## config.mk

```make
export PLATFORM = sky130hd
export DESIGN_NAME = hfm_gain
export DESIGN_NICKNAME = d
export VERILOG_FILES = /design/src/rtl/core/hfm_pkg.sv /design/src/rtl/core/hfm_gain.sv
export SDC_FILE = /design/constraint.sdc
export NUM_CORES = 2
export LEC_CHECK = 0
export BUFFER_PORTS_ARGS = -buffer_cell sky130_fd_sc_hd__buf_2
export CORE_ASPECT_RATIO = 0.7
export CORE_UTILIZATION = 26
export CTS_BUF_LIST = sky130_fd_sc_hd__clkbuf_16
export DETAILED_ROUTE_END_ITERATION = 8
export HOLD_SLACK_MARGIN = 0.05
export SLEW_MARGIN = 20
export SYNTH_ARGS = -nofsm -noshare
export SYNTH_HDL_FRONTEND = slang
export SYNTH_SLANG_ARGS = --single-unit
```

## constraint.sdc

```tcl
create_clock -name clk -period 9.9 [get_ports clk]
set_input_delay 0 -clock clk [delete_from_list [all_inputs] [get_ports clk]]
set_output_delay 0 -clock clk [all_outputs]
set_load 0.01 [all_outputs]
```

## src/rtl/core/hfm_pkg.sv

```systemverilog
// Shared types, widths, register codes and the exponent table for the mask generator.
// No dependencies; every module of the core imports it.
package hfm_pkg;

    localparam int MAX_SIDE_N  = 4096;
    localparam int SIZE_W      = 13;
    localparam int POS_W       = 12;
    localparam int TENTHS_W    = 7;
    localparam int GAIN_W      = 16;
    localparam int CFG_IDX_W   = 3;
    localparam int CFG_DATA_W  = 13;

    localparam int SQ_W        = 2 * POS_W;
    localparam int DIST_W      = SQ_W + 1;
    localparam int NUM_W       = DIST_W + TENTHS_W;
    localparam int DEN_W       = 18;
    localparam int X_FRAC      = 16;
    localparam int X_W         = 21;
    localparam int N_W         = NUM_W + X_FRAC;
    localparam int HI_W        = N_W - X_W;
    localparam int DIV_STEP    = 3;
    localparam int DIV_STAGES  = X_W / DIV_STEP;
    localparam int ACC_W       = 33;
    localparam int FRAC_W      = 32;
    localparam int SUM_W       = FRAC_W + TENTHS_W + 1;
    localparam int T_W         = 20;
    localparam int RECIP_W     = 20;
    localparam int RECIP_SH    = 23;
    localparam int SCALE_SH    = 20;

    localparam logic [SIZE_W-1:0]   MAX_SIDE  = SIZE_W'(MAX_SIDE_N);
    localparam logic [ACC_W-1:0]    ONE_Q32   = {1'b1, {FRAC_W{1'b0}}};
    localparam logic [RECIP_W-1:0]  RECIP_10  = RECIP_W'(838861);
    localparam logic [SUM_W-1:0]    ROUND_Q12 = SUM_W'(5 << SCALE_SH);

    localparam logic [CFG_IDX_W-1:0] REG_ROWS  = 3'd0;
    localparam logic [CFG_IDX_W-1:0] REG_COLS  = 3'd1;
    localparam logic [CFG_IDX_W-1:0] REG_GHIGH = 3'd2;
    localparam logic [CFG_IDX_W-1:0] REG_GLOW  = 3'd3;
    localparam logic [CFG_IDX_W-1:0] REG_CUT   = 3'd4;
    localparam logic [CFG_IDX_W-1:0] REG_STEEP = 3'd5;

    localparam logic [SIZE_W-1:0]   RST_ROWS  = 13'd512;
    localparam logic [SIZE_W-1:0]   RST_COLS  = 13'd512;
    localparam logic [TENTHS_W-1:0] RST_GHIGH = 7'd20;
    localparam logic [TENTHS_W-1:0] RST_GLOW  = 7'd5;
    localparam logic [TENTHS_W-1:0] RST_CUT   = 7'd50;
    localparam logic [TENTHS_W-1:0] RST_STEEP = 7'd10;

    typedef struct packed {
        logic [SIZE_W-1:0]   rows;
        logic [SIZE_W-1:0]   cols;
        logic [TENTHS_W-1:0] gain_high;
        logic [TENTHS_W-1:0] gain_low;
        logic [TENTHS_W-1:0] cutoff;
        logic [TENTHS_W-1:0] steep;
    } cfg_t;

    typedef struct packed {
        logic [NUM_W-1:0] num;
        logic             dist_zero;
    } num_t;

    typedef struct packed {
        logic [DEN_W-1:0] rem;
        logic [X_W-1:0]   low;
        logic [X_W-1:0]   quo;
        logic             vanish;
        logic             cut_zero;
    } div_t;

    typedef struct packed {
        logic [ACC_W-1:0] acc;
        logic [X_W-1:0]   x;
    } exp_t;

    // exp(-2^(i-16)) in Q0.32
    function automatic logic [FRAC_W-1:0] exp_bit(input logic [4:0] idx);
        logic [FRAC_W-1:0] v;
        case (idx)
            5'd0:    v = 32'd4294901760;
            5'd1:    v = 32'd4294836226;
            5'd2:    v = 32'd4294705160;
            5'd3:    v = 32'd4294443040;
            5'd4:    v = 32'd4293918848;
            5'd5:    v = 32'd4292870656;
            5'd6:    v = 32'd4290774639;
            5'd7:    v = 32'd4286586875;
            5'd8:    v = 32'd4278222805;
            5'd9:    v = 32'd4261543595;
            5'd10:   v = 32'd4228380000;
            5'd11:   v = 32'd4162825044;
            5'd12:   v = 32'd4034748382;
            5'd13:   v = 32'd3790295335;
            5'd14:   v = 32'd3344923893;
            5'd15:   v = 32'd2605029347;
            5'd16:   v = 32'd1580030169;
            5'd17:   v = 32'd581260615;
            5'd18:   v = 32'd78665070;
            5'd19:   v = 32'd1440801;
            5'd20:   v = 32'd483;
            default: v = '0;
        endcase
        return v;
    endfunction

endpackage

```

## src/rtl/core/hfm_gain.sv

```systemverilog
// Blend of low and high gain by the exponential term and scaling to Q4.12.
// Depends on hfm_pkg.
module hfm_gain (
    input  logic                            clk,
    input  logic                            rst_n,
    input  logic                            in_valid,
    input  logic [hfm_pkg::ACC_W-1:0]       e,
    input  logic [hfm_pkg::TENTHS_W-1:0]    gain_low,
    input  logic [hfm_pkg::TENTHS_W-1:0]    gain_high,
    output logic                            out_valid,
    output logic [hfm_pkg::GAIN_W-1:0]      gain
);
    import hfm_pkg::*;

    logic [ACC_W-1:0]         w;
    logic [SUM_W-1:0]         sum;
    logic                     v1_reg, v2_reg, v3_reg, v4_reg;
    logic [SUM_W-1:0]         pl_reg, ph_reg;
    logic [T_W-1:0]           t_reg;
    logic [T_W+RECIP_W-1:0]   p_reg;
    logic [GAIN_W-1:0]        gain_reg;

    always_comb
    begin
        w   = ONE_Q32 - e;
        sum = pl_reg + ph_reg + ROUND_Q12;
    end

    always_ff @(posedge clk or negedge rst_n)
    begin
        if (!rst_n)
        begin
            v1_reg <= 1'b0;
            v2_reg <= 1'b0;
            v3_reg <= 1'b0;
            v4_reg <= 1'b0;
        end
        else
        begin
            v1_reg <= in_valid;
            v2_reg <= v1_reg;
            v3_reg <= v2_reg;
            v4_reg <= v3_reg;
        end
    end

    always_ff @(posedge clk)
    begin
        pl_reg   <= SUM_W'(gain_low) * SUM_W'(e);
        ph_reg   <= SUM_W'(gain_high) * SUM_W'(w);
        t_reg    <= sum[SCALE_SH+T_W-1:SCALE_SH];
        p_reg    <= (T_W+RECIP_W)'(t_reg) * (T_W+RECIP_W)'(RECIP_10);
        gain_reg <= p_reg[RECIP_SH+GAIN_W-1:RECIP_SH];
    end

    assign out_valid = v4_reg;
    assign gain      = gain_reg;

endmodule

```

# Yosys cells after proc, flatten, opt, wreduce, memory -nomap -nowiden
# Cells that the tools add are included.
word_totals:
  regBits: 159
  latchBits: 0
  ram_bits: 0
  romBits: 0
  output_inout_bits: 17
  elab_cells: 15
  n_memories: 0
op_classes:
  addsub: 3
  n_mul: 3
  div: 0
  magnitude_cmp: 0
  eq_ne: 0
  n_shift: 0
  mux: 0
  bitwise_logic: 0
  reduce_logical: 0
op_table:
  columns: ["op", "count"]
  rows:
  - ["multiplier 7 x 33 -> 40 bit", 2]
  - ["adder 40 x 23 -> 40 bit, second input constant", 1]
  - ["adder 40 bit", 1]
  - ["multiplier 20 x 20 -> 39 bit, second input constant", 1]
  - ["subtractor 33 bit, first input constant", 1]

# Depth between registers and ports, before layout
logic_depth:
  ltp_word: 2
  ltp_mapped: 29
  ltp_nobuf: 28

# Worst setup path before layout
# No wires, ideal clock.
synth_path:
  path_kind: "in2reg"
  from: "input e[10] in the netlist's numbering"
  to: "register ph_reg[37]"
  setup_time_ps: 116
  t_arrival_ps: 6274
  setup_slack_ps: 3510
  stages: 25
  cell_sequence: "buf_6 > or4_4 > or3_4 > nor4_4 > nand2b_2 > or4_4 > nor4_1 > xnor2_1 > and2_1 > fa_1 > fa_1 > fa_1 > inv_1 > fa_1 > inv_1 > ha_1 > a21oi_1 > o21bai_1 > a21o_1 > a21o_1 > a21oi_1 > nor2_1 > or4b_2 > a21oi_1 > and3b_1"
synth_between:
  elab_chain_len: 2
synth_lines:
  columns: ["element", "line_no", "source"]
  rows:
  - ["start, declared", "hfm_gain.sv:7", "input logic [hfm_pkg::ACC_W-1:0] e,"]
  - ["subtractor 33 bit", "hfm_gain.sv:25", "w = ONE_Q32 - e;"]
  - ["multiplier 7 x 33 -> 40 bit", "hfm_gain.sv:50", "ph_reg <= SUM_W'(gain_high) * SUM_W'(w);"]
  - ["end signal, assigned", "hfm_gain.sv:50", null]
  - ["end, declared", "hfm_gain.sv:18", "logic [SUM_W-1:0] pl_reg, ph_reg;"]
# No other way between the ends.

# Worst setup path after layout
layout_path:
  from: "input e[0] in the netlist's numbering"
  to: "register ph_reg[32]"
# Same word-level chain as after synthesis.

==> metrics <==
run status=finished clean; Die ar.=103000 um2; reg2reg setup slack=3.29 ns; Critical Path AT=7.56 ns; IO buf count=66; sequential area share after synthesis=10.3%; Die W=384 um; post-synth cell types=70; Routed Antenna Nets=0; Syn Area/Cell=9.10 um2; Slew Limit Fails=0; area leader, netlist=fa_1; Post-DP HPWL=55.3 mm; first-pass GRT wire length=108 mm; Mapped Cells=2920; syn_nets=3802; GPL Wtd Cong=0.939; Synth area leaders=fa_1, ha_1, dfxtp_1, inv_1, and2_1; clk slew on worst S/H paths=0.08 ns; Cell Rows=97; R2R Path Start=t_reg[9]$_DFF_P_; Die Y=269 um; Via density=4.49; M1 WL=34.6 mm; crit path kind=in2reg; total gr overflow=0; routed wl met3=5.14 mm; Hold Path Depth=2; Placed Area=28200 um2; Initial Util=26.4%; final setup vio count=0; clock skew=0.0178 ns; Ports=67; DR pass1 iterations=7; Achievable Freq=140 MHz; Final Cycle Share=72.3%; Synth async-reset ratio=2.94%; via count=19200; Hold Path Class=in2reg; setup tns final=0 ns; top sig layer=met4; relative slew slack=31.4%; Post-synth top cells=inv_1, fa_1, ha_1, nand2_1, and2_1; Slew @ Worst Pin=1.00 ns; EDFF count, synth=0; Hold Vio Cnt, Final=0; RSZ-0062 raised after global routing=no; CP Launch Type=input port; Hold EP=ph_reg[0]$_DFF_P_; Hold Path Origin=gain_high[0]; pin count of the biggest net entering global routing=34; Setup crit end kind=flip-flop; 1st-iter DRT viols=1263; Synth-to-Final Area Change=8.66%; setup repair bufs after CTS=0; clock sink total=136; Final nets=3797; top-area cell type share of the netlist area=33.7%; core area=101000 um2; Design Area, Final=28900 um2; Yosys warning total=0; Cell Area, Synth=26600 um2; ys flop type=dfxtp_1; min Tclk post-route=7.16 ns; CTS max path bufs=2; R2R depth=23; gr usage total=13.0%; top-count cell post-synth=inv_1; Root Buffer=clkbuf_16; routed wire length=65.3 mm; Req. time, crit path=10.30 ns; share of cells above drive strength 1=3.96%; antenna violations before repair=7; vias in the first global route=19600; DRC errors left=0; TritonCTS Buffers=17; post-DR wirelength/cell=15.3 um; Max-Cap Viols=0; register bit total from synthesis=136; Worst-Skew Late Latency=0.47 ns; # H-tree levels=4; CTS tree=done; met2 WL post-DR=25.1 mm; reg2reg end=p_reg[37]$_DFF_P_; worst-path fanout max=17
==> critical path: stages <==
cell           delay [ns]
dlygate4sd3_1        0.53
buf_2                0.22
inv_1                0.09
ha_1                 0.20
nand3b_1             0.12
nor4_1               0.59
inv_1                0.18
or3_1                0.36
xor2_1               0.42
and2_1               0.23
fa_1                 0.44
fa_1                 0.46
fa_1                 0.50
inv_1                0.05
fa_1                 0.47
inv_1                0.04
ha_1                 0.37
a21o_1               0.20
a21o_1               0.17
a221oi_1             0.34
a21oi_1              0.20
a21o_1               0.24
a31oi_1              0.38
o21ai_0              0.23
or4_1                0.43
nand3_1              0.10
==> kinds of logic (layout without fill, tap and decap cells) <==
kind of cell	count (synthesis)	after routing	synth area share, %
compound gates	386	386	9.27
xor+xnor	136	136	4.54
fa+ha+maj	832	832	51.8
buf+inv	664	672	9.42
flops	136	136	10.3
mux	1	1	0.0377
other cells	0	2	0
simple gates	765	765	14.6
==> stage by stage <==
| step | utilization (%) | cells | hold slack, ns | worst slack (ns) |
|---|---|---|---|---|
| CTS | 28.7 | 4264 | 0.117 | 2.79 |
| finish | 28.7 | 4266 | 0.127 | 2.74 |
| detailed placement | 28.0 | 4226 | -0.192 | 2.83 |
| floorplan | - | 2920 | -0.296 | 3.51 |
| global route | 28.7 | 4265 | 0.159 | 2.29 |
| global placement | 28.0 | 4226 | -0.195 | 3.03 |
==> how the worst max path moves through the flow <==
stage,start,end,slack [ns]
after floorplan,e[10],ph_reg[37]$_DFF_P_,3.51
after global placement,e[10],ph_reg[39]$_DFF_P_,3.03
after detailed placement,e[0],ph_reg[32]$_DFF_P_,2.83
after CTS,e[0],ph_reg[32]$_DFF_P_,2.79
after global routing,e[0],ph_reg[32]$_DFF_P_,2.29
final,e[0],ph_reg[32]$_DFF_P_,2.74
==> routing by layer <==
layer / GRT usage [%] / up-vias
li1: - / 9224
met1: 20.8 / 9335
met2: 17.6 / 575
met3: 3.01 / 41
met4: 2.10 / 0
met5: 0 / -
==> cell usage in the layout, fill, tap and decap left out, types with 5 or more instances in the layout <==
cell type | netlist | routed
xor2_1 | 44 | 44
o21a_1 | 11 | 11
dfxtp_1 | 132 | 132
nor2b_1 | 12 | 12
clkinv_8 | 0 | 5
and3_1 | 12 | 12
fa_1 | 447 | 447
o21ai_0 | 69 | 69
o21bai_1 | 13 | 13
a221oi_1 | 5 | 5
a31oi_1 | 15 | 15
a21boi_0 | 8 | 8
clkbuf_16 | 0 | 17
nor3_1 | 28 | 28
nand2_1 | 303 | 303
a21oi_1 | 121 | 121
nand3_1 | 26 | 26
nor4_1 | 9 | 9
a21o_1 | 69 | 69
a211oi_1 | 22 | 22
nor2_1 | 75 | 75
buf_2 | 1 | 66
and2_1 | 231 | 231
nand2b_1 | 12 | 12
o211ai_1 | 9 | 9
dlygate4sd3_1 | 0 | 6
inv_1 | 568 | 568
xnor2_1 | 90 | 90
ha_1 | 385 | 385
nand4_1 | 28 | 28
==> timing repair <==
item,in CTS,in global routing
hold buffers,6,0
resized for setup,0,0
hold endpoints to repair,8,0
==> final cells by class <==
class                           instances  area [um2]
Clock buffer                           17         425
Multi-Input combinational cell       2120       21300
Antenna cell                            2        5.00
Inverter                              568        2130
Timing Repair Buffer                   72         390
Tap cell                             1336        1670
Clock inverter                         15         176
Fill cell                           10600       71800
Sequential cell                       136        2740
Power is left out: the tool's default activity adds up to more than one toggle a clock period on the data nets, which glitch-free logic cannot reach.
