===== src/rtl/core/hfm_pkg.sv =====
// Shared types, widths, register codes and the exponent table for the mask generator.
// No dependencies; every module of the core imports it.
package hfm_pkg;

    localparam int MAX_SIDE_N  = 4096;
    localparam int SIZE_W      = 13;
    localparam int POS_W       = 12;
    localparam int TENTHS_W    = 7;
    localparam int GAIN_W      = 16;
    localparam int CFG_IDX_W   = 3;
    localparam int CFG_DATA_W  = 13;

    localparam int SQ_W        = 2 * POS_W;
    localparam int DIST_W      = SQ_W + 1;
    localparam int NUM_W       = DIST_W + TENTHS_W;
    localparam int DEN_W       = 18;
    localparam int X_FRAC      = 16;
    localparam int X_W         = 21;
    localparam int N_W         = NUM_W + X_FRAC;
    localparam int HI_W        = N_W - X_W;
    localparam int DIV_STEP    = 3;
    localparam int DIV_STAGES  = X_W / DIV_STEP;
    localparam int ACC_W       = 33;
    localparam int FRAC_W      = 32;
    localparam int SUM_W       = FRAC_W + TENTHS_W + 1;
    localparam int T_W         = 20;
    localparam int RECIP_W     = 20;
    localparam int RECIP_SH    = 23;
    localparam int SCALE_SH    = 20;

    localparam logic [SIZE_W-1:0]   MAX_SIDE  = SIZE_W'(MAX_SIDE_N);
    localparam logic [ACC_W-1:0]    ONE_Q32   = {1'b1, {FRAC_W{1'b0}}};
    localparam logic [RECIP_W-1:0]  RECIP_10  = RECIP_W'(838861);
    localparam logic [SUM_W-1:0]    ROUND_Q12 = SUM_W'(5 << SCALE_SH);

    localparam logic [CFG_IDX_W-1:0] REG_ROWS  = 3'd0;
    localparam logic [CFG_IDX_W-1:0] REG_COLS  = 3'd1;
    localparam logic [CFG_IDX_W-1:0] REG_GHIGH = 3'd2;
    localparam logic [CFG_IDX_W-1:0] REG_GLOW  = 3'd3;
    localparam logic [CFG_IDX_W-1:0] REG_CUT   = 3'd4;
    localparam logic [CFG_IDX_W-1:0] REG_STEEP = 3'd5;

    localparam logic [SIZE_W-1:0]   RST_ROWS  = 13'd512;
    localparam logic [SIZE_W-1:0]   RST_COLS  = 13'd512;
    localparam logic [TENTHS_W-1:0] RST_GHIGH = 7'd20;
    localparam logic [TENTHS_W-1:0] RST_GLOW  = 7'd5;
    localparam logic [TENTHS_W-1:0] RST_CUT   = 7'd50;
    localparam logic [TENTHS_W-1:0] RST_STEEP = 7'd10;

    typedef struct packed {
        logic [SIZE_W-1:0]   rows;
        logic [SIZE_W-1:0]   cols;
        logic [TENTHS_W-1:0] gain_high;
        logic [TENTHS_W-1:0] gain_low;
        logic [TENTHS_W-1:0] cutoff;
        logic [TENTHS_W-1:0] steep;
    } cfg_t;

    typedef struct packed {
        logic [NUM_W-1:0] num;
        logic             dist_zero;
    } num_t;

    typedef struct packed {
        logic [DEN_W-1:0] rem;
        logic [X_W-1:0]   low;
        logic [X_W-1:0]   quo;
        logic             vanish;
        logic             cut_zero;
    } div_t;

    typedef struct packed {
        logic [ACC_W-1:0] acc;
        logic [X_W-1:0]   x;
    } exp_t;

    // exp(-2^(i-16)) in Q0.32
    function automatic logic [FRAC_W-1:0] exp_bit(input logic [4:0] idx);
        logic [FRAC_W-1:0] v;
        case (idx)
            5'd0:    v = 32'd4294901760;
            5'd1:    v = 32'd4294836226;
            5'd2:    v = 32'd4294705160;
            5'd3:    v = 32'd4294443040;
            5'd4:    v = 32'd4293918848;
            5'd5:    v = 32'd4292870656;
            5'd6:    v = 32'd4290774639;
            5'd7:    v = 32'd4286586875;
            5'd8:    v = 32'd4278222805;
            5'd9:    v = 32'd4261543595;
            5'd10:   v = 32'd4228380000;
            5'd11:   v = 32'd4162825044;
            5'd12:   v = 32'd4034748382;
            5'd13:   v = 32'd3790295335;
            5'd14:   v = 32'd3344923893;
            5'd15:   v = 32'd2605029347;
            5'd16:   v = 32'd1580030169;
            5'd17:   v = 32'd581260615;
            5'd18:   v = 32'd78665070;
            5'd19:   v = 32'd1440801;
            5'd20:   v = 32'd483;
            default: v = '0;
        endcase
        return v;
    endfunction

endpackage


===== src/rtl/core/hfm_div.sv =====
// Pipelined restoring divider giving the Q16 exponent, three quotient bits per stage.
// Depends on hfm_pkg.
module hfm_div (
    input  logic                         clk,
    input  logic                         rst_n,
    input  logic                         in_valid,
    input  hfm_pkg::num_t                in_word,
    input  logic [hfm_pkg::DEN_W-1:0]    den,
    input  logic                         cut_zero,
    output logic                         out_valid,
    output logic [hfm_pkg::X_W-1:0]      x,
    output logic                         vanish
);
    import hfm_pkg::*;

    function automatic div_t div_step(input div_t d, input logic [DEN_W-1:0] dv);
        div_t           o;
        logic [DEN_W:0] r;
        o = d;
        for (int j = 0; j < DIV_STEP; j++)
        begin
            r     = {o.rem, o.low[X_W-1]};
            o.low = {o.low[X_W-2:0], 1'b0};
            if (r >= {1'b0, dv})
            begin
                r     = r - {1'b0, dv};
                o.quo = {o.quo[X_W-2:0], 1'b1};
            end
            else
            begin
                o.quo = {o.quo[X_W-2:0], 1'b0};
            end
            o.rem = r[DEN_W-1:0];
        end
        return o;
    endfunction

    logic [N_W-1:0]  n_full;
    logic [HI_W-1:0] n_hi;
    logic            sat;
    div_t            entry;

    logic            v_reg [0:DIV_STAGES];
    div_t            d_reg [0:DIV_STAGES];

    always_comb
    begin
        n_full         = {in_word.num, {X_FRAC{1'b0}}} + N_W'(den[DEN_W-1:1]);
        n_hi           = n_full[N_W-1:X_W];
        sat            = n_hi >= HI_W'(den);
        entry.rem      = n_hi[DEN_W-1:0];
        entry.low      = n_full[X_W-1:0];
        entry.quo      = '0;
        entry.cut_zero = cut_zero;
        entry.vanish   = cut_zero ? !in_word.dist_zero : sat;
    end

    always_ff @(posedge clk or negedge rst_n)
    begin
        if (!rst_n)
        begin
            for (int s = 0; s <= DIV_STAGES; s++)
            begin
                v_reg[s] <= 1'b0;
            end
        end
        else
        begin
            v_reg[0] <= in_valid;
            for (int s = 1; s <= DIV_STAGES; s++)
            begin
                v_reg[s] <= v_reg[s-1];
            end
        end
    end

    always_ff @(posedge clk)
    begin
        d_reg[0] <= entry;
    end

    for (genvar s = 1; s <= DIV_STAGES; s++)
    begin : g_stage
        always_ff @(posedge clk)
        begin
            d_reg[s] <= div_step(d_reg[s-1], den);
        end
    end

    assign out_valid = v_reg[DIV_STAGES];
    assign x         = d_reg[DIV_STAGES].cut_zero ? '0 : d_reg[DIV_STAGES].quo;
    assign vanish    = d_reg[DIV_STAGES].vanish;

endmodule


===== config.mk =====
export PLATFORM = sky130hd
export DESIGN_NAME = hfm_div
export DESIGN_NICKNAME = d
export VERILOG_FILES = /design/src/rtl/core/hfm_pkg.sv /design/src/rtl/core/hfm_div.sv
export SDC_FILE = /design/constraint.sdc
export NUM_CORES = 1
export LEC_CHECK = 0
export ABC_AREA = 1
export BUFFER_PORTS_ARGS = -buffer_cell sky130_fd_sc_hd__buf_2
export CORE_ASPECT_RATIO = 1.5
export CORE_MARGIN = 5
export CORE_UTILIZATION = 50
export CTS_BUF_LIST = sky130_fd_sc_hd__clkbuf_4
export DETAILED_ROUTE_END_ITERATION = 12
export GPL_ROUTABILITY_DRIVEN = 0
export GPL_TIMING_DRIVEN = 0
export PLACE_DENSITY_LB_ADDON = 0.2
export SLEW_MARGIN = 20
export SYNTH_ARGS = -nofsm -noshare
export SYNTH_HDL_FRONTEND = slang
export SYNTH_SLANG_ARGS = --single-unit

===== constraint.sdc =====
create_clock -name clk -period 10.87 [get_ports clk]
set_input_delay 1.087 -clock clk [delete_from_list [all_inputs] [get_ports clk]]
set_output_delay 1.087 -clock clk [all_outputs]
set_load 0.02 [all_outputs]

# After elaboration in Yosys (flattened, before gate mapping)
# Memory sizes are Yosys's and may differ from the RTL's.
# Cells that the tools add are included.
# word_totals
ff_bits	8
ramBits	496
in_bits	55
output_inout_bits	23
memories	1
# memory_table
name	words	word_bits	read_ports	rd_ports_with_merged_regs	wr	line	source
d_reg	8	62	8	0	8	hfm_div.sv:44	div_t d_reg [0:DIV_STAGES];
# classes
n_addsub	22
order_cmp	22
n_mux	44
n_reduce_logical	1
# ops
operator	n
$ge A19 B18 Y1	21
$mux W18	21
$sub A18 B18 Y18	21
$add A48 B17 Y48	1
$ge A27 B18 Y1	1
$mux W1	22
$mux W21	1
$logic_not A1 Y1	1

# Depth between registers and ports, before layout
# An unclocked memory read counts as a cell.
# depth
word_depth	7
ltp_mapped	45
ltp_nobuf	41

# Least setup slack after synthesis
# Ideal clock, no wire load.
# synth_timing
path_type	input -> register
from	input port den[1] (netlist name)
to	memory d_reg[1][168] (netlist name)
setup_time_ns	0.113
arrival_time_ns	6.572
t_required_ns	10.757
setup_slack_ns	4.184
path_stages	39
n_path_buf	3
cell_sequence	inv_1 ha_1 nand3_1 nand3_1 nand3_1 nand4_1 buf_2 o21ai_0 inv_1 ha_1 nand3_1 nand2_1 nand2_1 nand2_1 nand2_1 nand2_1 nand2_1 nand2_1 (+3 left out) nand2_2 buf_6 nand2_1 o21ai_2 ha_1 a21oi_1 o21ai_0 nand2_1 nand2_1 nand4_1 nand2_1 nand2_1 nand2_1 a21oi_1 nand3_1 buf_4 nand2_1 o21ai_2
# synth_rtl
element	line	source
from (decl)	hfm_div.sv:8	input logic [hfm_pkg::DEN_W-1:0] den,
to (decl)	hfm_div.sv:44	

==> flow_summary_export.csv <==
group,metric,value,unit
grt,globalRouteTotalUtil,28.6,%
critical_path,arrival,8.65,ns
sta,rsz0062_at_grt,"no",
floorplanning,die_h,315,µm
sta,max_slew.worst_pin.slew,1.09,ns
sta,fin_skew,0.0678,ns
critical_path,slowest_delay,0.73,ns
grt,use_met3,3.61,%
drt,first_iter_violations,1643,
logic_synthesis,syn-cell-area,31100,µm²
floorplanning,core_area,61900,µm²
grt,grt_max_degree,30,
sta,fmaxAchievable,126,MHz
min_path,whs_endpoint,"d_reg[0][158]",
grt,grt_first_pass_wirelength,153000,µm
critical_path,cpMaxStageDelayCell,"buf_2",
sta,whs,0.260,ns
critical_path,critPathRequiredTime,11.59,ns
placement,dpl_cell_area,32800,µm²
drt,antenna_left,0,
clock_tree,cts.clk_slew.worst_paths,0.07,ns
logic_synthesis,synth_seq_area_share,20.6,%
finish,post-route-util,54.9,%
clock_tree,cts_root_buf,"clkbuf_4",
clock_tree,worstSkewPairLatency,0.88,ns
placement,place_hpwl,77200,µm
drt,drc,0,
min_path,holdCritStartpoint,"d_reg[0][93]",
logic_synthesis,ys_types,54,
sta,drv_slew,0,
finish,largest_reg_flops,310,
grt,grt-busiest-layer,"met2",
floorplanning,rows,112,
finish,final_common_cell,"nand2_1",
critical_path,cp-startpoint,"den[1]",
grt,grtUsageMet2,52.1,%
clock_tree,clockBufferDepth,3,
logic_synthesis,yosys_warnings,0,
floorplanning,start_util,50.1,%
critical_path,r2r_start,"d_reg[0][229]",
outcome,run_status,"complete, no violations",
drt,dr_total_vias,31500,
logic_synthesis,ys_seq_elements,318,
clock_tree,h-tree-depth,3,
sta,finalCritPeriodShare,72.9,%
floorplanning,io_pins,78,
clock_tree,cts_setup_buffers,0,
logic_synthesis,syn-num-nets,5237,
critical_path,crit_top_cell,"nand2_1",
grt,grt_overflow_total,0,
drt,drtPass1Iterations,5,
min_path,min_path_type,"reg2reg",
critical_path,r2r_slack,4.21,ns
critical_path,critPathKind,"in2reg",
min_path,hold_path_depth,0,
finish,post_route_cells_drive_above_1_share,8.27,%
floorplanning,die_w,214,µm
finish,fin_area,34000,µm²
sta,tns,0,ns
grt,grt_pass1_vias,30600,
clock_tree,cts_sinks,318,
critical_path,r2r_cells,39,
job,max_cap_viol_count,0,
critical_path,path_max_fanout,29,
drt,wl,97800,µm
sta,setup_viol,0,
finish,area_growth,9.41,%
finish,layout.nets,5417,
critical_path,worstSetupStartpointType,"input pin",
sta,maxSlewHeadroom,27.5,%
grt,antenna_found_initial,3,
logic_synthesis,postSynthAreaPerCell,6.52,µm²
finish,final_cell_mix,"1510 x nand2_1, 499 x inv_1, 398 x ha_1",
drt,post_drt_via_cell_ratio,5.43,
logic_synthesis,syn_inst,4764,
placement,port_buffers,77,
critical_path,cp-end-kind,"register",
sta,hold_viol,0,
grt,use_met1,30.2,%
critical_path,r2r_end,"d_reg[1][59]",
floorplanning,dieArea,67300,µm²
clock_tree,cts-buffers-inserted,84,
drt,avgRoutedWirePerCell,16.8,µm
clock_tree,cts_tree,"yes",
sta,period_needed,7.93,ns
[through the flow]
stage	instances	worst slack [ns]
final	5806	2.94
after global routing	5806	2.40
after CTS	5803	3.10
after detailed placement	5655	2.14
after global placement	5639	1.18
after floorplan	4764	4.18
[worst max-delay path by stage]
stage	end	cells after the start
global route	d_reg[1][61]	40
CTS	d_reg[1][61]	40
floorplan	d_reg[1][168]	39
detailed placement	d_reg[1][61]	40
global placement	d_reg[1][61]	40
finish	d_reg[1][183]	38
[critical path: cells and delay by family]
family / cells / cell delay [ns]
buf+inv: 6 / 2.00
simple gates: 24 / 2.68
compound gates: 5 / 1.66
fa+ha+maj: 3 / 1.12
[metal layers]
layer | share of wire (%) | wire length [µm] | vias to the layer above
met5 | 0.014 | 14 | -
met4 | 7.6 | 7480 | 2
met3 | 4.2 | 4110 | 364
met2 | 50 | 48800 | 891
met1 | 38 | 37400 | 14200
li1 | - | - | 16100
[cell type report]
type | count | area (µm²)
diodes | 3 | 7.51
plain buffers | 72 | 478
clock buffers | 109 | 818
repair buffers | 94 | 746
multi-input cells | 3848 | 22200
well taps | 798 | 998
inverters | 526 | 1980
clock inverters | 38 | 352
fillers | 6404 | 28000
flip-flops and latches | 318 | 6410
[synth_stat cells (all sizes together)]
cell	n	share of area (%)
clkinv	3	0.036
a21o	32	0.77
nand4	66	1.3
nor3b	2	0.048
nand3b	24	0.58
or3	1	0.020
xor2	148	4.2
ha	398	16
and3	6	0.12
o21ai	241	4.1
o2111ai	1	0.028
fa	20	1.3
nand3	408	6.9
a21oi	344	5.6
o21bai	37	0.89
o221ai	2	0.056
dfrtp	8	0.64
a31o	1	0.028
xnor2	135	3.8
inv	523	6.3
a21boi	12	0.29
and2	8	0.16
dfxtp	310	20
o31ai	1	0.040
nor2	296	3.8
nor3	46	0.76
a31oi	25	0.50
nor4	8	0.16
o21a	20	0.48
or2	19	0.38
o211ai	3	0.072
nand2	1540	19
a211oi	4	0.097
buf	65	1.5
clkbuf	7	0.085
[cell families after synthesis]
group / synth area share, %
AOI/OAI and AO/OA: 13.0
xor gates and xnor gates: 7.98
adders and majority gates: 17.3
buffers and inverters: 7.89
DFF: 20.6
and+or+nand+nor: 33.2
[repair_timing]
item,in CTS,in global routing
gates resized for setup,0,0
endpoints found under the hold margin,8,0
setup endpoints to repair,0,0
hold buffers,1,0
Power is not shown: default switching activity piles up to over one toggle a cycle in this logic, so the estimate is an artifact.
