`config.mk`:
```
export PLATFORM = sky130hd
export DESIGN_NAME = hfm_dist
export DESIGN_NICKNAME = d
export VERILOG_FILES = /design/src/rtl/core/hfm_pkg.sv /design/src/rtl/core/hfm_dist.sv
export SDC_FILE = /design/constraint.sdc
export NUM_CORES = 1
export LEC_CHECK = 0
export BUFFER_PORTS_ARGS = -buffer_cell sky130_fd_sc_hd__buf_2
export CAP_MARGIN = 20
export CELL_PAD_IN_SITES_DETAIL_PLACEMENT = 1
export CELL_PAD_IN_SITES_GLOBAL_PLACEMENT = 2
export CORE_ASPECT_RATIO = 1.25
export CORE_MARGIN = 4
export CORE_UTILIZATION = 24
export CTS_CLUSTER_DIAMETER = 150
export DETAILED_ROUTE_END_ITERATION = 8
export PLACE_DENSITY_LB_ADDON = 0.25
export REMOVE_ABC_BUFFERS = 1
export SLEW_MARGIN = 20
export SYNTH_ARGS = -nofsm -noshare
export SYNTH_HDL_FRONTEND = slang
export SYNTH_SLANG_ARGS = --single-unit
```
`constraint.sdc`:
```
create_clock -name clk -period 10.1 [get_ports clk]
set_clock_uncertainty 0.15 [all_clocks]
set_input_delay 2.02 -clock clk [delete_from_list [all_inputs] [get_ports clk]]
set_output_delay 2.02 -clock clk [all_outputs]
set_load 0.01 [all_outputs]
```
`src/rtl/core/hfm_pkg.sv`:
```
// Shared types, widths, register codes and the exponent table for the mask generator.
// No dependencies; every module of the core imports it.
package hfm_pkg;

    localparam int MAX_SIDE_N  = 4096;
    localparam int SIZE_W      = 13;
    localparam int POS_W       = 12;
    localparam int TENTHS_W    = 7;
    localparam int GAIN_W      = 16;
    localparam int CFG_IDX_W   = 3;
    localparam int CFG_DATA_W  = 13;

    localparam int SQ_W        = 2 * POS_W;
    localparam int DIST_W      = SQ_W + 1;
    localparam int NUM_W       = DIST_W + TENTHS_W;
    localparam int DEN_W       = 18;
    localparam int X_FRAC      = 16;
    localparam int X_W         = 21;
    localparam int N_W         = NUM_W + X_FRAC;
    localparam int HI_W        = N_W - X_W;
    localparam int DIV_STEP    = 3;
    localparam int DIV_STAGES  = X_W / DIV_STEP;
    localparam int ACC_W       = 33;
    localparam int FRAC_W      = 32;
    localparam int SUM_W       = FRAC_W + TENTHS_W + 1;
    localparam int T_W         = 20;
    localparam int RECIP_W     = 20;
    localparam int RECIP_SH    = 23;
    localparam int SCALE_SH    = 20;

    localparam logic [SIZE_W-1:0]   MAX_SIDE  = SIZE_W'(MAX_SIDE_N);
    localparam logic [ACC_W-1:0]    ONE_Q32   = {1'b1, {FRAC_W{1'b0}}};
    localparam logic [RECIP_W-1:0]  RECIP_10  = RECIP_W'(838861);
    localparam logic [SUM_W-1:0]    ROUND_Q12 = SUM_W'(5 << SCALE_SH);

    localparam logic [CFG_IDX_W-1:0] REG_ROWS  = 3'd0;
    localparam logic [CFG_IDX_W-1:0] REG_COLS  = 3'd1;
    localparam logic [CFG_IDX_W-1:0] REG_GHIGH = 3'd2;
    localparam logic [CFG_IDX_W-1:0] REG_GLOW  = 3'd3;
    localparam logic [CFG_IDX_W-1:0] REG_CUT   = 3'd4;
    localparam logic [CFG_IDX_W-1:0] REG_STEEP = 3'd5;

    localparam logic [SIZE_W-1:0]   RST_ROWS  = 13'd512;
    localparam logic [SIZE_W-1:0]   RST_COLS  = 13'd512;
    localparam logic [TENTHS_W-1:0] RST_GHIGH = 7'd20;
    localparam logic [TENTHS_W-1:0] RST_GLOW  = 7'd5;
    localparam logic [TENTHS_W-1:0] RST_CUT   = 7'd50;
    localparam logic [TENTHS_W-1:0] RST_STEEP = 7'd10;

    typedef struct packed {
        logic [SIZE_W-1:0]   rows;
        logic [SIZE_W-1:0]   cols;
        logic [TENTHS_W-1:0] gain_high;
        logic [TENTHS_W-1:0] gain_low;
        logic [TENTHS_W-1:0] cutoff;
        logic [TENTHS_W-1:0] steep;
    } cfg_t;

    typedef struct packed {
        logic [NUM_W-1:0] num;
        logic             dist_zero;
    } num_t;

    typedef struct packed {
        logic [DEN_W-1:0] rem;
        logic [X_W-1:0]   low;
        logic [X_W-1:0]   quo;
        logic             vanish;
        logic             cut_zero;
    } div_t;

    typedef struct packed {
        logic [ACC_W-1:0] acc;
        logic [X_W-1:0]   x;
    } exp_t;

    // exp(-2^(i-16)) in Q0.32
    function automatic logic [FRAC_W-1:0] exp_bit(input logic [4:0] idx);
        logic [FRAC_W-1:0] v;
        case (idx)
            5'd0:    v = 32'd4294901760;
            5'd1:    v = 32'd4294836226;
            5'd2:    v = 32'd4294705160;
            5'd3:    v = 32'd4294443040;
            5'd4:    v = 32'd4293918848;
            5'd5:    v = 32'd4292870656;
            5'd6:    v = 32'd4290774639;
            5'd7:    v = 32'd4286586875;
            5'd8:    v = 32'd4278222805;
            5'd9:    v = 32'd4261543595;
            5'd10:   v = 32'd4228380000;
            5'd11:   v = 32'd4162825044;
            5'd12:   v = 32'd4034748382;
            5'd13:   v = 32'd3790295335;
            5'd14:   v = 32'd3344923893;
            5'd15:   v = 32'd2605029347;
            5'd16:   v = 32'd1580030169;
            5'd17:   v = 32'd581260615;
            5'd18:   v = 32'd78665070;
            5'd19:   v = 32'd1440801;
            5'd20:   v = 32'd483;
            default: v = '0;
        endcase
        return v;
    endfunction

endpackage

```
`src/rtl/core/hfm_dist.sv`:
```
// Squared distance from the plane centre and the exponent numerator, four register stages.
// Depends on hfm_pkg.
module hfm_dist (
    input  logic                         clk,
    input  logic                         rst_n,
    input  logic                         in_valid,
    input  logic [hfm_pkg::POS_W-1:0]    row,
    input  logic [hfm_pkg::POS_W-1:0]    col,
    input  hfm_pkg::cfg_t                cfg,
    output logic                         out_valid,
    output hfm_pkg::num_t                out_word
);
    import hfm_pkg::*;

    logic [SIZE_W-1:0] rows_sat;
    logic [SIZE_W-1:0] cols_sat;
    logic [POS_W-1:0]  ctr_r;
    logic [POS_W-1:0]  ctr_c;
    logic [POS_W-1:0]  dr_next;
    logic [POS_W-1:0]  dc_next;

    logic              v1_reg, v2_reg, v3_reg, v4_reg;
    logic [POS_W-1:0]  dr_reg, dc_reg;
    logic [SQ_W-1:0]   sqr_reg, sqc_reg;
    logic [DIST_W-1:0] dist_reg;
    logic [DIST_W-1:0] dist_next;
    num_t              num_reg;

    always_comb
    begin
        rows_sat = (cfg.rows > MAX_SIDE) ? MAX_SIDE : cfg.rows;
        cols_sat = (cfg.cols > MAX_SIDE) ? MAX_SIDE : cfg.cols;
        ctr_r    = rows_sat[SIZE_W-1:1];
        ctr_c    = cols_sat[SIZE_W-1:1];
        dr_next  = (row >= ctr_r) ? (row - ctr_r) : (ctr_r - row);
        dc_next  = (col >= ctr_c) ? (col - ctr_c) : (ctr_c - col);
        dist_next = {1'b0, sqr_reg} + {1'b0, sqc_reg};
    end

    always_ff @(posedge clk or negedge rst_n)
    begin
        if (!rst_n)
        begin
            v1_reg <= 1'b0;
            v2_reg <= 1'b0;
            v3_reg <= 1'b0;
            v4_reg <= 1'b0;
        end
        else
        begin
            v1_reg <= in_valid;
            v2_reg <= v1_reg;
            v3_reg <= v2_reg;
            v4_reg <= v3_reg;
        end
    end

    always_ff @(posedge clk)
    begin
        dr_reg            <= dr_next;
        dc_reg            <= dc_next;
        sqr_reg           <= dr_reg * dr_reg;
        sqc_reg           <= dc_reg * dc_reg;
        dist_reg          <= dist_next;
        num_reg.num       <= NUM_W'(cfg.steep) * NUM_W'(dist_reg);
        num_reg.dist_zero <= (dist_reg == '0);
    end

    assign out_valid = v4_reg;
    assign out_word  = num_reg;

endmodule

```
Word-level counts from Yosys, hierarchy flattened
Index checks and enable logic that the tools add are counted.
{"block": "word_totals", "ff_bits": 134, "in_bits": 81, "out_inout_bits": 34, "word_cells": 28}
{"block": "op_classes", "add_sub_neg": 5, "multipliers": 3, "order_cmp": 4, "n_mux": 4, "n_reduce_logical": 1}
{"operator": "multiplier 12 x 12 -> 24 bit", "n": 2}
{"operator": "subtractor 12 bit", "n": 4}
{"operator": "multiplier 7 x 25 -> 32 bit", "n": 1}
{"operator": "greater-than comparator 13 bit, second input constant", "n": 2}
{"operator": "2-to-1 mux 13 bit", "n": 2}
{"operator": "adder 24 x 24 -> 25 bit", "n": 1}
{"operator": "zero test 25 bit", "n": 1}
{"operator": "greater-or-equal comparator 12 bit", "n": 2}
{"operator": "2-to-1 mux 12 bit", "n": 2}

Longest topological paths before layout
Gate-level depths: netlist (run 1).
{"block": "logic_depth", "ltp_word": 4, "mapped_depth": 23, "depth_no_buf": 21}

Least setup slack after synthesis (run 1)
Ideal clock, no wire load.
{"block": "synth_path", "kind": "input -> register", "from": "input port cfg[4] (netlist name)", "to": "register num_reg, in the netlist out_word[26]", "setup_time_ps": 127, "t_arrival_ps": 6073, "required_ps": 9823, "slack_ps": 3750, "cell_stages": 17, "path_buffers": 1, "cell_sequence": "clkbuf_1 nand2_1 fa_1 fa_1 inv_1 fa_1 inv_1 fa_1 inv_1 ha_1 o21a_1 and3_1 a211oi_1 o21ai_0 a211oi_1 o21ai_0 xor2_1"}
{"block": "synth_via", "elab_chain_cells": 1}
{"element": "from (decl)", "line_no": "hfm_dist.sv:9", "text": "input hfm_pkg::cfg_t cfg,"}
{"element": "multiplier 7 x 25 -> 32 bit", "line_no": "hfm_dist.sv:65", "text": "num_reg.num <= NUM_W'(cfg.steep) * NUM_W'(dist_reg);"}
{"element": "to (decl)", "line_no": "hfm_dist.sv:27", "text": "num_t num_reg;"}
Every way passes these cells.

Worst setup path after layout (run 1)
{"block": "layout_path", "from": "input port cfg[1] (netlist name)", "to": "register num_reg, in the netlist out_word[26]"}
Same word-level chain as after synthesis.

==> flow_metrics.py, run 1 <==
metrics = {
    "routing": {
        "dr.pass1.iters": 4,
        "routed_wl_mm": 49.14,
        "viasPerCell": 4.346,
        "ant_nets": 0,
        "vias": 14190,
        "drt_iter0_drc": 295,
        "routedWlPerCell_um": 15.05,
        "drc_errors": 0,
    },
    "floorplan": {
        "rows": 115,
        "die_area_mm2": 0.08482,
        "start_util_pct": 24.32,
        "ios": 115,
        "die-width_um": 261.3,
        "die_h_um": 324.6,
        "core_area_mm2": 0.07914,
    },
    "synth": {
        "synth.most_common_cell": "inv_1",
        "avgSynthCellArea_um2": 8.936,
        "synth_edf_count": 0,
        "synth_cell_types": 69,
        "ys_ff_latch": 132,
        "yosys_most_used_dff": "dfxtp_1",
        "yosys-top-cells-count": "inv_1, fa_1, ha_1",
        "synth_top_area_cell": "fa_1",
        "seq_area_frac_synth_pct": 13.83,
        "ys_async_sr_fraction_pct": 3.030,
        "synthTopCellsByArea": "fa_1, ha_1, dfxtp_1",
        "syn-instance-count": 2154,
        "yosys_warnings": 0,
        "syn_area_mm2": 0.01925,
        "synth.top_cell.area_share_pct": 28.50,
    },
    "job": {
        "cap_violations": 0,
    },
    "clock_tree": {
        "cts_tree": "done",
        "cts.sinks": 132,
        "clock_latency_ns": 0.48,
        "postCtsResizedCells": 0,
        "root_buffer": "clkbuf_16",
        "clk_pin_slew_ns": 0.06,
        "post_cts_buffers": 0,
        "cts_buffer_depth": 2,
        "ctsHoldBuffers": 0,
        "numCtsBuffers": 17,
        "htree_levels": 4,
    },
    "critical_path": {
        "critPathBufInv": 5,
        "arrival_ns": 7.19,
        "worst_path_largest_cell_delay_ns": 0.57,
        "r2r-end": "sqr_reg[23]$_DFF_P_",
        "cp_slowest_cell": "a211oi_1",
        "cp-start-kind": "primary input",
        "rr_worst_depth": 18,
        "cp_top_family": "adder cells",
        "r2r_slack_ns": 4.22,
        "cp_data_required_time_ns": 10.30,
        "cp_max_fo": 25,
        "path_class": "in2reg",
        "path_cells": "buf_2 -> and2_1 -> fa_1 -> inv_1 -> fa_1 -> inv_1 -> fa_1 -> inv_1 -> fa_1 -> inv_1 -> ha_1 -> o21a_1 -> and3_1 -> a211oi_1 -> o21ai_0 -> a211oi_1 -> o21ai_0 -> xor2_1",
        "end_kind": "flip-flop",
        "rr_startpoint": "dr_reg[6]$_DFF_P_",
    },
    "timing": {
        "tns_ns": 0,
        "period_needed_ns": 6.989,
        "setup-violations-final": 0,
        "timing.final.hold_violations": 0,
        "fin_crit_sh_pct": 69.20,
        "drv_slew": 0,
        "fmax_mhz": 143.1,
        "maxSlewHeadroom_pct": 51.12,
        "tightestPinTransition_ns": 0.7322,
        "rsz0062_at_grt": "false",
    },
    "placed_design": {
        "portBuffers": 91,
        "hpwlAfterDp_mm": 41.44,
        "place_area_mm2": 0.02075,
        "globalplace.congestion": 0.7871,
    },
    "global_route": {
        "grt_pass1_vias": 16470,
        "grt_pass1_wl_mm": 83.08,
        "grt_max_degree": 26,
        "antenna_found_initial": 0,
        "grtUsageTotal_pct": 12.03,
        "grt_overflow": 0,
    },
    "finish": {
        "fin_util_pct": 26.97,
        "nets": 2791,
        "nFillCells": 9340,
        "design_area_mm2": 0.02134,
        "syn_to_final_growth_pct": 10.87,
        "drive_gt1_share_pct": 6.643,
        "largest_register_ffs": 33,
        "insertedDiodeCount": 0,
    },
    "hold_path": {
        "worstHoldEndpoint": "v2_reg$_DFF_PN0_",
        "hold_start": "v1_reg$_DFF_PN0_",
        "hold_class": "reg2reg",
        "min_path_cells": 0,
    },
    "run_status": {
        "status": "finished clean",
    },
}
area by class of cell:
| class | instances | area [µm²] | share of cell area, % |
|---|---|---|---|
| clock inverter | 15 | 163.9 | 0.7680 |
| tap | 1053 | 1318 | 6.173 |
| clock buffer | 17 | 425.4 | 1.993 |
| timing repair buffer | 92 | 462.9 | 2.169 |
| sequential | 132 | 2663 | 12.48 |
| inverter | 419 | 1573 | 7.369 |
| multi-input combinational | 1538 | 14740 | 69.05 |
cell usage in the layout, fill, tap and decap left out, drive strengths merged, types with 18 or more instances in the layout:
cell   synthesis  layout
a21oi         95      95
nor3          18      18
buf            7      92
mux2i         23      23
xor2          34      34
ha           236     236
nor2b         29      29
xnor2         75      75
nor2          68      68
and2         206     206
inv          419     428
nand2        176     176
o21ai         63      63
fa           274     274
dfxtp        128     128
a21o          47      47
worst max path at each step:
stage               depth (start not counted)   start  slack, ns                    to
floorplan                                  17  cfg[1]       3.83  out_word[26]$_DFF_P_
global placement                           18  cfg[1]       2.66  out_word[26]$_DFF_P_
detailed placement                         18  cfg[1]       2.60  out_word[26]$_DFF_P_
CTS                                        18  cfg[1]       3.14  out_word[26]$_DFF_P_
global route                               18  cfg[1]       2.89  out_word[26]$_DFF_P_
finish                                     18  cfg[1]       3.11  out_word[26]$_DFF_P_
metrics by stage:
step | hold slack [ns] | setup WS [ns] | std cells
final | 0.2025 | 3.111 | 3266
after global routing | 0.2172 | 2.886 | 3266
after CTS | 0.2075 | 3.139 | 3266
after detailed placement | 0.1886 | 2.601 | 3234
after global placement | 0.1883 | 2.662 | 3234
after floorplan | 0.1812 | 3.828 | 2089
cell families (layout without fill, tap and decap cells):
| kind of cell | count (synthesis) | after routing | synth area share (%) |
|---|---|---|---|
| buf+inv | 484 | 543 | 9.607 |
| simple gates | 581 | 581 | 15.71 |
| xor+xnor | 109 | 109 | 4.960 |
| fa+ha+maj | 510 | 510 | 43.84 |
| flops | 132 | 132 | 13.83 |
| compound gates | 312 | 312 | 10.66 |
| mux | 26 | 26 | 1.391 |
worst register-to-register path, delay by kind of cell, from the launching register on:
| family | cells | cell delay (ns) |
|---|---|---|
| buffers and inverters | 5 | 0.31 |
| AND/OR/NAND/NOR | 1 | 0.21 |
| adder cells (fa/ha/maj) | 6 | 2.78 |
| XOR/XNOR | 1 | 0.24 |
| flip-flops | 1 | 0.71 |
| AO/OA/AOI/OAI | 5 | 1.39 |
per-layer routing:
| metal | share of wire [%] | up-vias | GRT usage [%] |
|---|---|---|---|
| met5 | 0 | - | 0 |
| met4 | 2.8 | 0 | 4.110 |
| met3 | 2.0 | 64 | 1.590 |
| met2 | 54 | 145 | 23.30 |
| met1 | 41 | 7095 | 13.27 |
| li1 | - | 6890 | - |
Power of run 1 is left out: the tool's default activity adds up to more than one toggle a clock period on the data nets, which glitch-free logic cannot reach.
==> run 2, diff against run 1 <==
Clock period 10.1 ns to 5.8 ns, I/O delays scaled along.
==> run 2 against run 1 <==
  * Die area unchanged
  * Worst hold slack worse by 0.0019 ns
  * Critical endpoint is now out_word[28]$_DFF_P_
  * Critical path type unchanged
  * Global-route usage shrank 0.10 points
  * Register-to-register slack got worse by 3.9 ns
==> flow_metrics.py, run 2 (synthesis gave the netlist of run 1 again) <==
metrics = {
    "run_status": {
        "status": "finished clean",
    },
    "routing": {
        "viasPerCell": 4.302,
        "routed_wl_mm": 48.41,
        "ant_nets": 0,
        "drt_iter0_drc": 363,
        "dr.pass1.iters": 4,
        "routedWlPerCell_um": 14.41,
        "vias": 14460,
        "drc_errors": 0,
    },
    "timing": {
        "tightestPinTransition_ns": 0.6336,
        "period_needed_ns": 5.533,
        "fin_crit_sh_pct": 95.39,
        "tns_ns": 0,
        "setup-violations-final": 0,
        "layout_setup_ws_ns": 0.2671,
        "timing.final.hold_violations": 0,
        "fmax_mhz": 180.7,
        "rsz0062_at_grt": "false",
        "drv_slew": 0,
        "maxSlewHeadroom_pct": 57.21,
    },
    "hold_path": {
        "hold_class": "reg2reg",
    },
    "finish": {
        "nFillCells": 9365,
        "drive_gt1_share_pct": 10.62,
        "mostFrequentLayoutCells": "inv_1, fa_1, ha_1",
        "final_common_cell": "inv_1",
        "design_area_mm2": 0.02209,
        "final_cells": 3360,
        "largest_register_ffs": 33,
        "insertedDiodeCount": 0,
        "nets": 2885,
        "syn_to_final_growth_pct": 14.77,
    },
    "clock_tree": {
        "clk_pin_slew_ns": 0.06,
        "cts.sinks": 132,
        "ctsHoldBuffers": 0,
        "clock_latency_ns": 0.47,
        "numCtsBuffers": 17,
        "post_cts_buffers": 0,
        "cts_tree": "done",
        "htree_levels": 4,
        "root_buffer": "clkbuf_16",
        "postCtsResizedCells": 0,
        "cts_buffer_depth": 2,
    },
    "placed_design": {
        "hpwlAfterDp_mm": 42.41,
        "place_area_mm2": 0.02150,
        "pre_cts_ws_ns": -0.2825,
        "portBuffers": 91,
        "globalplace.congestion": 0.8343,
        "dpl.cell_count": 3328,
    },
    "critical_path": {
        "path_class": "in2reg",
        "cp_max_fo": 19,
        "arrival_ns": 5.73,
        "path_cells": "buf_2 -> nand2_1 -> fa_1 -> fa_1 -> inv_1 -> fa_1 -> inv_1 -> fa_1 -> inv_1 -> ha_1 -> o21a_1 -> and3_1 -> a211oi_1 -> buf_4 -> o211a_1 -> o31ai_1 -> buf_4 -> a31oi_1 -> xnor2_1",
        "cp_data_required_time_ns": 6.00,
        "cp_slowest_cell": "fa_1",
        "cp-start-kind": "primary input",
        "crit_top_cell": "fa_1",
        "end_kind": "flip-flop",
        "worst_path_largest_cell_delay_ns": 0.52,
    },
    "global_route": {
        "grt_max_degree": 26,
        "grt_overflow": 0,
        "grt_pass1_vias": 16580,
        "grt_pass1_wl_mm": 82.77,
        "grtUsageTotal_pct": 11.93,
        "antenna_found_initial": 0,
    },
    "floorplan": {
        "die_h_um": 324.6,
        "core_area_mm2": 0.07914,
        "start_util_pct": 24.32,
        "die-width_um": 261.3,
        "die_area_mm2": 0.08482,
        "rows": 115,
        "ios": 115,
    },
    "job": {
        "cap_violations": 0,
    },
}
==> run 2: cell count changes in the layout (fill, tap and decap cells not counted) <==
cell       delta
dfxtp_1       -4
clkinv_4      +1
buf_12        +3
dfxtp_2       +4
inv_8         -3
clkinv_8      -1
buf_4        +91
bufinv_16     +1
inv_6         +1
clkinv_2      +1
==> run 2: stage by stage <==
stage	utilization (%)	hold slack, ns
6_report	27.92	0.2005
2_1_floorplan	-	0.1812
3_3_place_gp	27.16	0.1890
5_1_grt	27.92	0.2085
3_5_place_dp	27.16	0.1912
4_1_cts	27.91	0.2051
==> run 2: worst max-delay path, delay by kind of cell <==
family          cells  cell delay (ns)
xor+xnor            1             0.13
simple gates        2             0.35
buf+inv             6             0.79
fa+ha+maj           5             2.25
compound gates      5             1.04
==> run 2: layout make-up <==
type	instances	area [µm²]	area share, %
flip-flops and latches	132	2668	12.07
clock inverters	15	166.4	0.7532
clock buffers	17	425.4	1.926
well taps	1053	1318	5.964
inverters	419	1573	7.119
repair buffers	186	1206	5.460
multi-input cells	1538	14740	66.70
==> run 2: worst paths after layout <==
kind	start	end	slack (ns)	depth (start not counted)
max in group asynchronous	rst_n	v1_reg$_DFF_PN0_	5.06	1
hold reg to reg	v3_reg$_DFF_PN0_	out_valid$_DFF_PN0_	0.20	0
min in group asynchronous	rst_n	v2_reg$_DFF_PN0_	0.33	1
setup reg to reg	dr_reg[10]$_DFF_P_	sqr_reg[23]$_DFF_P_	0.35	17
setup / recovery	cfg[5]	out_word[28]$_DFF_P_	0.27	19
hold / removal	v3_reg$_DFF_PN0_	out_valid$_DFF_PN0_	0.20	0
==> run 2: per-layer routing <==
layer	up-vias	share of wire, %	GRT usage (%)
li1	7074	-	-
met1	7200	41	13.30
met2	131	55	23.14
met3	50	2.0	1.667
met4	0	2.1	3.518
met5	-	0	0
Power of run 2 is left out for the same reason.
==> run 3, diff against run 2 <==
Settings changed: CORE_MARGIN 4 to 2, REMOVE_ABC_BUFFERS 1 to unset.
==> run 3 against run 2 <==
  * Via count about the same
  * Global-route usage up 0.57 points
  * Worst hold slack lost 0.0013 ns
  * Critical path depth grew 1
  * Critical path type unchanged
  * Final cell count grew 0.24%
  * Highest routed layer unchanged
  * Non-clock buffer count shrank 1
==> flow_metrics.py, run 3 (synthesis gave the netlist of run 1 again) <==
metrics = {
    "run_status": {
        "status": "finished clean",
    },
    "global_route": {
        "grt_pass1_wl_mm": 82.96,
        "grt_overflow": 0,
        "grt_pass1_vias": 16600,
        "antenna_found_initial": 0,
        "grtUsageTotal_pct": 12.50,
        "grt_max_degree": 26,
    },
    "synth": {
        "synth_nets": 2745,
    },
    "finish": {
        "syn_to_final_growth_pct": 14.82,
        "largest_register_ffs": 33,
        "nFillCells": 9427,
        "mostFrequentLayoutCells": "inv_1, fa_1, ha_1",
        "seq_area_mm2": 0.002665,
        "nets": 2884,
        "final_common_cell": "inv_1",
        "final_cells": 3368,
        "drive_gt1_share_pct": 10.58,
        "design_area_mm2": 0.02210,
        "multi_input_area_mm2": 0.01475,
        "insertedDiodeCount": 0,
    },
    "clock_tree": {
        "htree_levels": 4,
        "cts_buffer_depth": 2,
        "cts.sinks": 132,
        "root_buffer": "clkbuf_16",
        "post_cts_buffers": 0,
        "numCtsBuffers": 17,
        "cts_tree": "done",
        "clock_latency_ns": 0.48,
        "clk_pin_slew_ns": 0.06,
    },
    "timing": {
        "timing.final.hold_violations": 0,
        "drv_slew": 0,
        "period_needed_ns": 5.495,
        "setup-violations-final": 0,
        "fin_crit_sh_pct": 94.75,
        "rsz0062_at_grt": "false",
        "maxSlewHeadroom_pct": 51.58,
        "fmax_mhz": 182.0,
        "tightestPinTransition_ns": 0.7169,
    },
    "placed_design": {
        "globalplace.congestion": 0.8240,
        "dpl.cell_count": 3336,
        "portBuffers": 91,
        "hpwlAfterDp_mm": 42.20,
        "place_area_mm2": 0.02150,
    },
    "floorplan": {
        "core_area_mm2": 0.07983,
        "die-width_um": 257.3,
        "die_h_um": 320.6,
        "ios": 115,
        "start_util_pct": 24.11,
        "die_area_mm2": 0.08250,
        "rows": 116,
    },
    "critical_path": {
        "arrival_ns": 5.70,
        "cp_max_fo": 13,
        "cp-start-kind": "primary input",
        "end_kind": "flip-flop",
        "cp_data_required_time_ns": 6.00,
        "path_class": "in2reg",
    },
    "routing": {
        "vias": 14450,
        "dr.pass1.iters": 6,
        "viasPerCell": 4.290,
        "ant_nets": 0,
        "drc_errors": 0,
        "routedWlPerCell_um": 14.55,
        "routed_wl_mm": 49.01,
        "drt_iter0_drc": 340,
    },
    "hold_path": {
        "hold_class": "reg2reg",
    },
    "job": {
        "cap_violations": 0,
    },
}
run 3: critical path: stages:
cell and delay [ns]:
buf_2 0.19, and2_1 0.19, fa_1 0.47, inv_1 0.05
fa_1 0.52, inv_1 0.05, fa_1 0.47, inv_1 0.05
fa_1 0.47, inv_1 0.04, ha_1 0.28, o21a_1 0.22
and3_1 0.22, a211oi_1 0.26, buf_4 0.18, o21ai_0 0.16
a211oi_2 0.30, buf_4 0.15, o21ai_0 0.09, xor2_1 0.16
run 3: through the flow:
stage	utilization, %	setup WS [ns]	TNS, ns	hold WS (ns)
after floorplan	-	0.3105	0	0.1812
after global placement	26.93	-0.3504	-0.9780	0.1874
after detailed placement	26.93	-0.3194	-0.8646	0.1873
after CTS	27.67	0.1562	0	0.2033
after global routing	27.69	0.01476	0	0.2112
final	27.69	0.3045	0	0.1992
run 3: worst paths after layout:
kind                                   start                   end  slack, ns  depth (start not counted)
setup / recovery                      cfg[3]  out_word[26]$_DFF_P_       0.30                         20
hold / removal              v2_reg$_DFF_PN0_      v3_reg$_DFF_PN0_       0.20                          0
setup reg to reg           dc_reg[5]$_DFF_P_   sqc_reg[23]$_DFF_P_       0.39                         17
hold reg to reg             v2_reg$_DFF_PN0_      v3_reg$_DFF_PN0_       0.20                          0
max in group asynchronous              rst_n      v2_reg$_DFF_PN0_       5.06                          1
min in group asynchronous              rst_n      v3_reg$_DFF_PN0_       0.33                          1
run 3: layout make-up:
type,instances,share of cell area (%)
Multi-Input combinational cell,1538,66.72
Sequential cell,132,12.06
Inverter,419,7.116
Tap cell,1062,6.012
Timing Repair Buffer,185,5.423
Clock buffer,17,1.925
Clock inverter,15,0.7416
run 3: timing repair:
item	CTS	global route
hold buffers	0	0
endpoints found under the setup margin	0	8
gates resized for setup	0	4
run 3: metal layers:
metal / wire [µm] / up-vias / global-route usage, %
met4: 1273 / 0 / 4.432
met5: 0 / - / 0
li1: - / 7076 / -
met1: 20510 / 7174 / 13.91
met3: 819 / 62 / 1.628
met2: 26400 / 136 / 24.07
Power of run 3 is left out for the same reason.
